## src/hdl/ibib_pkg.sv

```systemverilog
// Shared widths, limits and codes for the interpolation bucket index builder.
`default_nettype none

package ibib_pkg;

	localparam int KEY_W = 64;
	localparam int BKT_W = 17;
	localparam int IDX_W = 21;
	localparam int CFG_IDX_W = 2;

	localparam logic [BKT_W-1:0] MAX_BUCKETS  = BKT_W'(65536);
	localparam logic [IDX_W-1:0] MAX_ELEMENTS = IDX_W'(1048576);

	// Result kinds
	localparam logic [1:0] KIND_FILL = 2'd0;
	localparam logic [1:0] KIND_END  = 2'd1;
	localparam logic [1:0] KIND_SUM  = 2'd2;

	// Configuration register indexes
	localparam logic [CFG_IDX_W-1:0] CFG_KEY_MIN    = 2'd0;
	localparam logic [CFG_IDX_W-1:0] CFG_KEY_MAX    = 2'd1;
	localparam logic [CFG_IDX_W-1:0] CFG_BUCKET_REQ = 2'd2;

endpackage

`default_nettype wire

```

## src/hdl/ibib_mulh.sv

```systemverilog
// High half of a 64x64 product from four 32x32 partial products, one per cycle.
`default_nettype none

module ibib_mulh
	import ibib_pkg::*;
(
	input  wire logic             clk,
	input  wire logic             arst_n,
	input  wire logic             start,
	input  wire logic [KEY_W-1:0] a,
	input  wire logic [KEY_W-1:0] b,
	output logic                  done,
	output logic      [KEY_W-1:0] high
);

	localparam int HALF_W = KEY_W / 2;

	logic [KEY_W-1:0]   a_q, b_q;
	logic [2*KEY_W-1:0] acc_q;
	logic [KEY_W-1:0]   prod_s1;
	logic [1:0]         sh_s1;
	logic               pv_s1;
	logic [2:0]         step_q;
	logic               busy_q;
	logic [HALF_W-1:0]  a_sel, b_sel;
	logic [2*KEY_W-1:0] addend;

	// step 0: lo*lo, 1: lo*hi, 2: hi*lo, 3: hi*hi
	assign a_sel = step_q[1] ? a_q[KEY_W-1:HALF_W] : a_q[HALF_W-1:0];
	assign b_sel = step_q[0] ? b_q[KEY_W-1:HALF_W] : b_q[HALF_W-1:0];

	// align the registered partial product
	always_comb begin
		case (sh_s1)
			2'd0:    addend = {{KEY_W{1'b0}}, prod_s1};
			2'd3:    addend = {prod_s1, {KEY_W{1'b0}}};
			default: addend = {{HALF_W{1'b0}}, prod_s1, {HALF_W{1'b0}}};
		endcase
	end

	assign done = busy_q && (step_q == 3'd4) && !pv_s1;
	assign high = acc_q[2*KEY_W-1:KEY_W];

	always_ff @(posedge clk or negedge arst_n) begin
		if (!arst_n) begin
			busy_q <= 1'b0;
			step_q <= '0;
			pv_s1  <= 1'b0;
		end else if (start) begin
			busy_q <= 1'b1;
			step_q <= '0;
			pv_s1  <= 1'b0;
		end else if (busy_q) begin
			pv_s1 <= (step_q != 3'd4);
			if (step_q != 3'd4)
				step_q <= step_q + 3'd1;
			if (done)
				busy_q <= 1'b0;
		end
	end

	// operands, partial product and accumulator
	always_ff @(posedge clk) begin
		if (start) begin
			a_q   <= a;
			b_q   <= b;
			acc_q <= '0;
		end else if (busy_q) begin
			prod_s1 <= a_sel * b_sel;
			sh_s1   <= step_q[1:0];
			if (pv_s1)
				acc_q <= acc_q + addend;
		end
	end

endmodule

`default_nettype wire

```

## config.mk

```make
export PLATFORM = sky130hd
export DESIGN_NAME = ibib_mulh
export DESIGN_NICKNAME = d
export VERILOG_FILES = /design/src/hdl/ibib_pkg.sv /design/src/hdl/ibib_mulh.sv
export SDC_FILE = /design/constraint.sdc
export NUM_CORES = 2
export LEC_CHECK = 0
export ABC_AREA = 1
export BUFFER_PORTS_ARGS = -buffer_cell sky130_fd_sc_hd__buf_2
export CAP_MARGIN = 5
export CELL_PAD_IN_SITES_DETAIL_PLACEMENT = 2
export CELL_PAD_IN_SITES_GLOBAL_PLACEMENT = 2
export CORE_ASPECT_RATIO = 0.7
export CORE_MARGIN = 4
export CORE_UTILIZATION = 34
export DETAILED_ROUTE_END_ITERATION = 8
export PLACE_DENSITY_LB_ADDON = 0.1
export SYNTH_ARGS = -nofsm -noshare
export SYNTH_HDL_FRONTEND = slang
export SYNTH_SLANG_ARGS = --single-unit
```

## constraint.sdc

```tcl
create_clock -name clk -period 6.6 [get_ports clk]
set_input_delay 0.66 -clock clk [delete_from_list [all_inputs] [get_ports clk]]
set_output_delay 0.66 -clock clk [all_outputs]
set_load 0.02 [all_outputs]
```

======== Word-level counts from Yosys, hierarchy flattened ========
Cells that the tools add are included.
word-level totals
  bits in registers ....................... 327
  input port bits ......................... 131
  output and inout bits ................... 65
operators by class
  $add $sub $neg .......................... 2
  multipliers ............................. 1
  equal/unequal tests ..................... 3
  muxes and demuxes ....................... 11
  bitwise logic cells ..................... 1
  reduce and logical (&&, ||, !) cells .... 9
operators by type and width
  kind                 number
  $pmux 128 s2         1
  $add 128x128->128    1
  $mul 32x32->64       1
  $mux 32              2
  $mux 3               3
  $reduce_and 2->1     3
  $mux 1               5
  $reduce_bool 2->1    2
  $add 3x1->3 const B  1
  $eq 3x3->1 const B   1
  $ne 3x3->1 const B   1
  $eq 2x2->1 const B   1
  $logic_and 1x1->1    2
  $logic_not 2->1      1
  $logic_not 1->1      1
  $not 1->1            1

======== Logic depth before layout (Yosys ltp) ========
  depth after elaboration ................. 6
  depth in mapped cells ................... 37
  mapped depth without buffers ............ 34

======== Least setup slack after synthesis ========
OpenSTA, ideal clock, no wires.
  path kind ............................... reg2reg
  start point ............................. register step_q[1]
  end point ............................... register prod_s1[60], data pin
  arrival ................................. 6,978 ps
  slack ................................... -636 ps
  stages on the path, launching flop included .. 34
  period minus slack after synthesis ...... 7,236 ps
  cells stage by stage .................... dfrtp_1 buf_2 inv_2 clkbuf_1 or2_2 o21ai_0 inv_1 clkbuf_1 nand2_1 fa_1 inv_1 fa_1 inv_1 fa_1 inv_1 fa_1 inv_1 fa_1 inv_1 fa_1 fa_1 fa_1 ha_1 nand2_1 nor2_1 nand2_1 o21ai_0 nand2_1 nand3_1 nand2_1 inv_1 nor2_1 nand2_1 nand2_1
on the way
  word-level cells in the longest chain between the ends .. 2
ends and longest elaborated chain
  item                      RTL line         text
  start: declaration        ibib_mulh.sv:23  logic [2:0] step_q;
  start signal: assignment  ibib_mulh.sv:56  step_q <= step_q + 3'd1;
  $mux 32                   ibib_mulh.sv:29  assign a_sel = step_q[1] ? a_q[KEY_W-1:HALF_W] : a_q[HALF_W-1:0];
  $mul 32x32->64            ibib_mulh.sv:69  prod_s1 <= a_sel * b_sel;
  end signal: assignment    ibib_mulh.sv:69
  end: declaration          ibib_mulh.sv:20  logic [KEY_W-1:0] prod_s1;
No other way between the ends.
A chain may end at the register's enable or synchronous reset.

======== Worst setup path in the final report ========
  start point ............................. register step_q[1]
  end point ............................... register prod_s1[59], data pin
The elaborated chain is that of the path after synthesis.

==> qor.yml <==
synthesis:
  syn_avg_cell_area_um2: 7.08
  synthTopCellsByArea: "fa_1 30%, nand2_1 14%, inv_1 13%, edfxtp_1 9.7%, ha_1 8.2%"
  ys_seq_area_share_pct: 14.1
  post-synth-top-area-cell: "fa_1"
  yosys_warnings: 0
  synth.top_cells.by_count: "2,185 x nand2_1, 2,082 x inv_1, 1,207 x nor2_1"
  ys_types: 48
  synth_ff_type: "edfxtp_1"
  netlist_instances: 8500
  syn_nets: 9922
  synth_seq_cells: 327
  yosysMostFrequentCell: "nand2_1"
  synth_edf_count: 194
  ys_async_sr_fraction_pct: 1.53
  yosysTopAreaCellShare_pct: 29.8
  synthesis.area_um2: 60200
cts:
  clk_pin_slew_ps: 80
  cts_tree: "yes"
  cts_buffer_depth: 3
  numCtsBuffers: 44
  cts.sinks: 327
  cts_root_buffer: "clkbuf_16"
  h-tree-depth: 2
  insertion_delay_ps: 720
floorplanning:
  die_w_um: 511
  die_y_um: 360
  pin_count: 196
  start_util_pct: 34.4
  core_area_um2: 175000
  core.rowCount: 128
  dieArea_um2: 184000
min_path:
  hold_class: "input pin to flop"
worst_setup_path:
  r2r_setup_slack_ps: -1480
  cp_max_fo: 6
  required_ps: 7080
  cp-end-kind: "flop"
  slowest_delay_ps: 610
  arrival_ps: 8560
  cp_common_cell: "fa_1"
  start_kind: "flop"
  timing.critical_path.buf_inv: 11
  crit_type: "flop to flop"
  cpMaxStageDelayCell: "fa_1"
  cp_top_family: "adder cells"
drt:
  wire_per_inst_um: 28.8
  vias_per_cell: 5.21
  vias: 60400
  drtAntennaViolNets: 0
  drtPass1Iterations: 5
  routed_wl_um: 334000
  drt-initial-drc-count: 5819
  route.detailed.drc: 0
status:
  violations: "negative setup slack"
  status: "finished with violations"
timing:
  finClkSkew_ps: 44.2
  slew_viol_final: 0
  max_freq_mhz: 124
  fin_crit_ps: 8080
  fin_ws_ps: -1480
  max_slew.worst_pin.slew_ps: 1130
  max_slew_margin_pct: 25.0
  setup_viol: 54
  timing.final.crit_share_pct: 122
  final_hold_viol_count: 0
  setup_tns_ps: -61980
  rsz0062_at_grt: "yes"
placed_design:
  port_buffers: 195
  dp_hpwl_um: 276000
  gp_congestion: 0.968
  dp_slack_ps: -1540
  placedCellCount: 11400
grt:
  overflow: 0
  grt_start_max_net_pins: 131
  grt.total_usage_pct: 34.0
  antenna_found_initial: 29
  grt_pass1_vias: 64900
  grt_pass1_wl_um: 456000
cells_and_area:
  final_core_util_pct: 42.8
  multi_input_area_um2: 45000
  layout-drive-gt1-share_pct: 19.2
  syn_to_final_growth_pct: 24.4
  final-seq-area_um2: 8520
  fill_cells: 20400
  stdcell_count: 11600
  fin_nets: 10600
job:
  maxCapViolCount: 0
==> kinds of logic (layout without fill, tap and decap cells) <==
kind of cell | after synthesis | count (layout) | share of synthesized area (%)
compound gates | 516 | 516 | 4.96
xor+xnor | 113 | 113 | 1.64
fa+ha+maj | 1291 | 1291 | 38.0
buf+inv | 2432 | 3181 | 15.8
flops | 327 | 327 | 14.1
other cells | 0 | 3 | 0
simple gates | 3821 | 3821 | 25.4
==> timing repair <==
| action | CTS | global route |
|---|---|---|
| pin swaps | 14 | 172 |
| hold endpoints to repair | 5 | 0 |
| hold buffers | 1 | 0 |
| endpoints found under the setup margin | 54 | 54 |
| gates resized for setup | 150 | 445 |
| gates cloned | 1 | 7 |
| setup buffers | 19 | 64 |
==> worst paths after layout <==
| path | startpoint | to | depth (start not counted) |
|---|---|---|---|
| max in group asynchronous | arst_n | step_q[1] | 2 |
| min reg2reg | acc_q[0] | acc_q[0] | 2 |
| max reg2reg | step_q[1] | prod_s1[59] | 30 |
| min | b[62] | b_q[62] | 1 |
| min in group asynchronous | arst_n | pv_s1 | 2 |
| max | step_q[1] | prod_s1[59] | 30 |
==> routing by layer <==
metal | vias to the layer above | routed length (µm) | GRT usage (%)
li1 | 26200 | - | -
met1 | 31400 | 157000 | 52.1
met2 | 2265 | 136000 | 48.5
met3 | 462 | 31600 | 7.82
met4 | 18 | 9410 | 6.37
met5 | - | 115 | 0
==> per-stage QoR <==
step	area [µm²]	hold WS [ps]
floorplan	62000	364
global placement	70000	474
detailed placement	70000	504
CTS	72400	98.4
global route	74900	116
finish	74900	145
==> flip-flops by register name (all words and copies together) (netlist names) <==
name     count
a_q         64
acc_q      128
b_q         64
busy_q       1
prod_s1     64
pv_s1        1
sh_s1        2
step_q       3
==> cell type report <==
type                    count  share of cell area (%)
repair buffers            957                    11.7
multi-input cells        5741                    60.1
diodes                      3                  0.0100
clock inverters            30                   0.516
inverters                2143                    10.9
flip-flops and latches    327                    11.4
clock buffers              51                    1.55
well taps                2340                    3.91
==> layout by cell type, fill, tap and decap left out, types with 131 or more instances in the layout <==
| cell | instances |
|---|---|
| nand3_1 | 172 |
| nand2_1 | 2109 |
| fa_1 | 835 |
| buf_4 | 544 |
| nor2_1 | 1125 |
| inv_1 | 2014 |
| a21oi_1 | 131 |
| buf_2 | 194 |
| ha_1 | 342 |
| edfxtp_1 | 194 |
Power is left out: the tool's default activity adds up to more than one toggle a clock period on the data nets, which glitch-free logic cannot reach.
