--- config.mk ---
export PLATFORM = sky130hd
export DESIGN_NAME = ibib_div
export DESIGN_NICKNAME = d
export VERILOG_FILES = /design/src/hdl/ibib_pkg.sv /design/src/hdl/ibib_div.sv
export SDC_FILE = /design/constraint.sdc
export NUM_CORES = 1
export LEC_CHECK = 0
export BUFFER_PORTS_ARGS = -buffer_cell sky130_fd_sc_hd__clkbuf_2
export CORE_MARGIN = 2
export CORE_UTILIZATION = 40
export CTS_BUF_LIST = sky130_fd_sc_hd__clkbuf_8
export CTS_CLUSTER_DIAMETER = 40
export DETAILED_ROUTE_END_ITERATION = 8
export SETUP_SLACK_MARGIN = 0.02
export SLEW_MARGIN = 20
export SYNTH_ARGS = -nofsm -noshare
export SYNTH_HDL_FRONTEND = slang
export SYNTH_SLANG_ARGS = --single-unit
--- constraint.sdc ---
create_clock -name clk -period 3.6 [get_ports clk]
set_clock_uncertainty 0.15 [all_clocks]
set_input_delay 0.72 -clock clk [delete_from_list [all_inputs] [get_ports clk]]
set_output_delay 0.72 -clock clk [all_outputs]
set_load 0.02 [all_outputs]
--- src/hdl/ibib_pkg.sv ---
// Shared widths, limits and codes for the interpolation bucket index builder.
`default_nettype none

package ibib_pkg;

	localparam int KEY_W = 64;
	localparam int BKT_W = 17;
	localparam int IDX_W = 21;
	localparam int CFG_IDX_W = 2;

	localparam logic [BKT_W-1:0] MAX_BUCKETS  = BKT_W'(65536);
	localparam logic [IDX_W-1:0] MAX_ELEMENTS = IDX_W'(1048576);

	// Result kinds
	localparam logic [1:0] KIND_FILL = 2'd0;
	localparam logic [1:0] KIND_END  = 2'd1;
	localparam logic [1:0] KIND_SUM  = 2'd2;

	// Configuration register indexes
	localparam logic [CFG_IDX_W-1:0] CFG_KEY_MIN    = 2'd0;
	localparam logic [CFG_IDX_W-1:0] CFG_KEY_MAX    = 2'd1;
	localparam logic [CFG_IDX_W-1:0] CFG_BUCKET_REQ = 2'd2;

endpackage

`default_nettype wire

--- src/hdl/ibib_div.sv ---
// Restoring 64/64 unsigned divider, one quotient bit per cycle.
`default_nettype none

module ibib_div
	import ibib_pkg::*;
(
	input  wire logic             clk,
	input  wire logic             arst_n,
	input  wire logic             start,
	input  wire logic [KEY_W-1:0] num,
	input  wire logic [KEY_W-1:0] den,
	output logic                  done,
	output logic      [KEY_W-1:0] quo
);

	localparam int CNT_W = $clog2(KEY_W + 1);

	logic [KEY_W-1:0] rem_q, quo_q, den_q;
	logic [CNT_W-1:0] cnt_q;
	logic             busy_q;
	logic [KEY_W:0]   trial, diff;
	logic             ge;

	// shift in the next dividend bit and try the subtract
	assign trial = {rem_q, quo_q[KEY_W-1]};
	assign diff  = trial - {1'b0, den_q};
	assign ge    = !diff[KEY_W];
	assign done  = busy_q && (cnt_q == CNT_W'(KEY_W));
	assign quo   = quo_q;

	always_ff @(posedge clk or negedge arst_n) begin
		if (!arst_n) begin
			busy_q <= 1'b0;
			cnt_q  <= '0;
		end else if (start) begin
			busy_q <= 1'b1;
			cnt_q  <= '0;
		end else if (busy_q) begin
			if (done)
				busy_q <= 1'b0;
			else
				cnt_q <= cnt_q + CNT_W'(1);
		end
	end

	always_ff @(posedge clk) begin
		if (start) begin
			rem_q <= '0;
			quo_q <= num;
			den_q <= den;
		end else if (busy_q && !done) begin
			rem_q <= ge ? diff[KEY_W-1:0] : trial[KEY_W-1:0];
			quo_q <= {quo_q[KEY_W-2:0], ge};
		end
	end

endmodule

`default_nettype wire

# Yosys cells after proc, flatten, opt, wreduce, memory -nomap -nowiden
# Cells that the tools add are included.
[word_totals] out_inout_bits=65 reg_bits=200 wordCells=25 input_bits=131
[op_classes] n_reduce_logical=7 mux=9 eq_ne=2 addsub=2
[ops] cell="64-bit two-way mux" n=3
[ops] cell="65-bit by 64-bit subtractor with 65-bit output" n=1
[ops] cell="7-bit two-way mux" n=3
[ops] cell="7-bit by 1-bit adder with 7-bit output, second input constant" n=1
[ops] cell="7-bit equality test, second input constant" n=1
[ops] cell="2-bit nonzero test" n=2
[ops] cell="1-bit two-way mux" n=3
[ops] cell="1-bit logical AND" n=2
[ops] cell="1-bit zero test" n=2
[ops] cell="2-bit inequality test, second input constant" n=1
[ops] cell="2-bit AND reduction" n=1

# Logic depth before layout (Yosys ltp)
[depth] depth_word=6 depth_mapped=15 ltp_nobuf=14

# Worst setup path after synthesis
# No wires, ideal clock.
[synth_timing] path_type="register to register" start="register quo_q[63] (netlist: quo[63])" end="register rem_q[58]" slack_ns=0.264 path_stages_with_launch=15 required_time_ns=3.387 period_less_slack_ns=3.336 setup_time_ns=0.063 path_buffers=0 t_arrival_ns=3.123 cell_sequence="edfxtp_1 -> inv_1 -> ha_1 -> fa_1 -> nand2b_1 -> a21oi_1 -> o211ai_1 -> a21oi_1 -> nor3_1 -> o32ai_1 -> a311oi_1 -> nor2_1 -> a41oi_1 -> or4b_1 -> nand3_1"
[synth_between] elab_chain_cells=2
[synth_lines] element="start, declared" line_no="ibib_div.sv:18" text="logic [KEY_W-1:0] rem_q, quo_q, den_q;"
[synth_lines] element="start signal, assigned" line_no="ibib_div.sv:49" text="quo_q <= num;"
[synth_lines] element="start signal, assigned" line_no="ibib_div.sv:53" text="quo_q <= {quo_q[KEY_W-2:0], ge};"
[synth_lines] element="65-bit by 64-bit subtractor with 65-bit output" line_no="ibib_div.sv:26" text="assign diff = trial - {1'b0, den_q};"
[synth_lines] element="64-bit two-way mux" line_no="ibib_div.sv:52" text="rem_q <= ge ? diff[KEY_W-1:0] : trial[KEY_W-1:0];"
[synth_lines] element="end signal, assigned" line_no="ibib_div.sv:52"
[synth_lines] element="end, declared" line_no="ibib_div.sv:18"
# No other way between the ends.
# A chain may end at the register's enable or synchronous reset.

# Worst setup path in the final report
# Same ends and word-level chain as after synthesis.

==> results.txt <==
The remaining number of nets flagged by the antenna check after routing came out at 0. The clock buffer count from CTS is 17. The kind of end point of the critical path is a register. Counting the fill cells in the layout gives roughly 2.7k. The max-capacitance violation count is 0.

The global-route congestion overflow total is 0. The pin count of the biggest net entering global routing came out at between 100 and 150. Setup repair after global routing could not meet its margin everywhere. The number of DRC violations after detailed-routing iteration 0 came out at approximately 570. The total standard cell area after synthesis came out at roughly 0.012 sq mm.

The effective utilization at floorplan is 40.62%. The routability congestion estimate came out at ~0.87. Leaving out fill and tap cells, the most frequent cell in the layout is sky130_fd_sc_hd__clkbuf_2. The maximum vdd drop came out at 383.9 uV.

TritonCTS built the clock tree. The area overhead of the layout relative to synthesis is 17.42%. For the worst-skew pair, the clock arrives at the later sink with an insertion delay of 0.52 ns. The switching power came out at about 1.5 mW. The register-to-register path setup slack is ~0.23 ns. In the post-route analysis, the smallest setup slack over all paths is around 0.23 ns.

The netlist uses 76 different library cells. After detailed routing, the number of remaining DRC violations is 0. The async set or reset register ratio after synthesis is ~4.0%. For this design the top-level I/O count stands at between 150 and 200. The fraction of power spent switching nets is 29.57%. The repair_antennas step left the layout with diodes totalling 0.

The area used by multi-input combinational logic came out at between 0.005 and 0.006 sq mm. The final critical path takes up between 90% and 100% of the cycle. Each instance of the synthesized netlist takes up on average ~9.7 sq um. The startpoint identified for the worst register-to-register timing path is quo[63].

The endpoint required time on the critical path is between 3 and 4 ns. The internal power summed over all cells is 3.463 mW. The endpoint identified for the worst register-to-register timing path is rem_q[58]. The clock-pin slew on the worst setup and hold paths came out at 0.12 ns. The number of nets in the synthesized netlist is between 1k and 1.5k. The clock network fraction of total power is between 30% and 40%. The minimum clock period after layout is 3.371 ns. Counting flops with a built-in enable in the synthesized netlist gives between 100 and 150.

The fraction of final layout cells sized beyond drive strength 1 came out at approximately a quarter. The worst slack at placement is around 0.098 ns. The post-layout net count is 1,588. After layout, the design draws a total of approximately 5 mW. The via count normalized by instance count is ~5.3. For this run, the leading register cell type out of synthesis is sky130_fd_sc_hd__edfxtp_1. The worst hold slack is around 0.22 ns. The measured slew at the worst slew-check pin came out at about 1.1 ns. The final instance area is 0.01365 sq mm. The number of antenna violations at the first check in global routing is 0. Summing over every cut layer, the via total after detailed routing is roughly 9.6k. Leaving out fill and tap cells, the most frequent cells in the layout are sky130_fd_sc_hd__clkbuf_2, sky130_fd_sc_hd__nand2_1, sky130_fd_sc_hd__edfxtp_1. The total negative slack for setup checks came out at 0 ns. The post-synthesis cell count is between 1k and 1.5k. The fraction of power consumed by sequential logic is 54.2%. The total leakage power came out at about 6 nW. Of all nets on the critical path, the largest fanout is 6. The instance area after placement came out at about 0.013 sq mm. The wire length of the first global-routing pass came out at between 40,000 and 50,000 microns. The origin of the worst setup path is quo[63]. The vertical die dimension came out at roughly 170 microns.

The tree is rooted in a sky130_fd_sc_hd__clkbuf_8. The worst hold path belongs to the class primary input to register. The HPWL after detailed placement is between 20,000 and 25,000 microns. The maximum frequency from static timing analysis is approximately 300 MHz. The sequential area share after synthesis is a little under half.

The synthesized design contains 200 register bits. Yosys printed 0 warnings. The combinational share of power is between 10% and 20%. The maximum level of the CTS H-tree came out at 4. The overall routed net length is between 20,000 and 30,000 microns.

The sequential cell area is about 0.0053 sq mm. The startpoint of the lowest-slack hold path is den[45]. The number of sinks handled by clock tree synthesis came out at 200. For this design the ratio of total power to cell area is approximately 360 mW/mm^2.

The maximum buffer depth of the clock tree came out at 2. The run finished with clean final reports. The total area inside the core boundary comes to 0.02863 sq mm. For the worst setup path, the data arrival time is between 3 and 4 ns. Following the worst setup path forward leads to its endpoint at rem_q[58]. During placement, the flow inserted port buffers numbering approximately 200.

The worst setup path category is register to register. The count of endpoints failing setup in the final report came out at 0. Headroom to the max-slew limit came out at 25.12%.

The die outline area is between 0.03 and 0.04 sq mm. The worst setup path is launched from a register. The number of global-route vias before repair came out at roughly 9.4k. The chip width came out at approximately 170 microns. The per-cell routed wire length came out at 16.56 microns. The number of cells traversed by the worst register-to-register path came out at 14.

The final count of hold timing violations came out at 0. The global router's overall resource usage came out at 19.48%. The count of standard-cell rows is 62. The final count of pins violating max slew came to 0. The number of optimization iterations in the first detailed-route pass is 5.
metrics by stage:
step,utilization (%),instances
floorplan,-,1204
global placement,45.80,1751
detailed placement,45.80,1751
CTS,47.31,1784
global route,47.70,1787
finish,47.70,1787
power by group through the flow:
stage	combinational (mW)	sequential [mW]	clock (mW)
final	0.747	2.66	1.50
after global routing	0.823	2.69	1.65
after CTS	0.747	2.67	1.56
after detailed placement	0.744	2.71	0
after global placement	0.744	2.71	0
after floorplan	0.383	2.80	0
area by class of cell:
type / instances / share of cell area, %
multi-input cells: 849 / 42.12
flip-flops and latches: 200 / 39.00
repair buffers: 234 / 9.861
well taps: 384 / 3.519
inverters: 88 / 2.419
clock buffers: 18 / 1.815
clock inverters: 14 / 1.265
synthesized netlist by cell type, types with 4 or more instances:
library cell	n	share of area [%]
sky130_fd_sc_hd__nor2_1	65	2.1
sky130_fd_sc_hd__mux2_2	63	6.1
sky130_fd_sc_hd__xor2_1	25	1.9
sky130_fd_sc_hd__edfxtp_1	128	33
sky130_fd_sc_hd__o31ai_1	4	0.26
sky130_fd_sc_hd__xnor2_1	38	2.9
sky130_fd_sc_hd__o21ai_0	72	3.1
sky130_fd_sc_hd__buf_2	15	0.65
sky130_fd_sc_hd__dfrtp_1	8	1.7
sky130_fd_sc_hd__a211oi_1	5	0.32
sky130_fd_sc_hd__a31oi_1	48	2.6
sky130_fd_sc_hd__a21o_1	16	1.0
sky130_fd_sc_hd__nand3_1	15	0.65
sky130_fd_sc_hd__buf_4	6	0.39
sky130_fd_sc_hd__and3_1	10	0.54
sky130_fd_sc_hd__nand4_1	26	1.4
sky130_fd_sc_hd__nor2b_1	4	0.22
sky130_fd_sc_hd__a32oi_1	5	0.38
sky130_fd_sc_hd__o21a_1	10	0.65
sky130_fd_sc_hd__clkbuf_1	41	1.3
sky130_fd_sc_hd__a21oi_1	100	4.3
sky130_fd_sc_hd__dfxtp_1	64	11
sky130_fd_sc_hd__o21ai_1	24	1.0
sky130_fd_sc_hd__inv_1	88	2.8
sky130_fd_sc_hd__nand2b_1	9	0.48
sky130_fd_sc_hd__nor3_1	10	0.43
sky130_fd_sc_hd__o21bai_1	12	0.77
sky130_fd_sc_hd__ha_1	66	7.1
sky130_fd_sc_hd__and2_1	4	0.22
sky130_fd_sc_hd__nand2_1	148	4.8
sky130_fd_sc_hd__a311oi_1	6	0.45
worst min path at each step:
stage                endpoint  slack [ns]  cells after the start
finish              den_q[45]        0.22                      1
global route        den_q[50]        0.16                      1
CTS                 den_q[50]        0.18                      1
detailed placement  rem_q[45]        0.33                      2
global placement     rem_q[4]        0.33                      2
floorplan              busy_q        0.27                      0
sequential cells by signal (all words and copies together), names as in the netlist:
| signal | count |
|---|---|
| den_q | 64 |
| quo | 64 |
| rem_q | 64 |
| cnt_q | 7 |
| busy_q | 1 |
critical path, stage by stage, from the launching register on:
cell and delay [ns]:
sky130_fd_sc_hd__edfxtp_1 0.36, sky130_fd_sc_hd__inv_1 0.05, sky130_fd_sc_hd__ha_1 0.21, sky130_fd_sc_hd__fa_1 0.39
sky130_fd_sc_hd__nand2b_1 0.20, sky130_fd_sc_hd__a21oi_2 0.16, sky130_fd_sc_hd__o211ai_1 0.15, sky130_fd_sc_hd__a21oi_2 0.29
sky130_fd_sc_hd__o311ai_4 0.14, sky130_fd_sc_hd__nand2_2 0.13, sky130_fd_sc_hd__a21o_4 0.19, sky130_fd_sc_hd__xnor2_4 0.13
sky130_fd_sc_hd__clkbuf_2 0.17, sky130_fd_sc_hd__or4b_1 0.50, sky130_fd_sc_hd__nand3_1 0.07
what timing repair did:
item | in CTS | in global routing
resized for setup | 0 | 14
setup buffers | 0 | 2
endpoints found under the hold margin | 8 | 0
setup endpoints to repair | 0 | 64
hold buffers | 1 | 0
kinds of logic (layout without fill, tap and decap cells):
group	count (synthesis)	in the layout	synth area share, %
adder cells (fa/ha/maj)	67	67	7.274
flip-flops	200	200	45.80
multiplexers	63	63	6.101
buffers and inverters	155	354	5.456
AO/OA/AOI/OAI	341	341	17.91
AND/OR/NAND/NOR	313	313	12.34
XOR/XNOR	65	65	5.122
per-layer routing:
| layer | global-route usage [%] | routed length, microns | vias to the layer above |
|---|---|---|---|
| li1 | - | - | 4719 |
| met1 | 25.83 | 13570 | 4503 |
| met2 | 31.23 | 13530 | 291 |
| met3 | 5.009 | 1976 | 39 |
| met4 | 6.111 | 515 | 0 |
| met5 | 0 | 0 | - |
(Power assumes the default switching activity.)
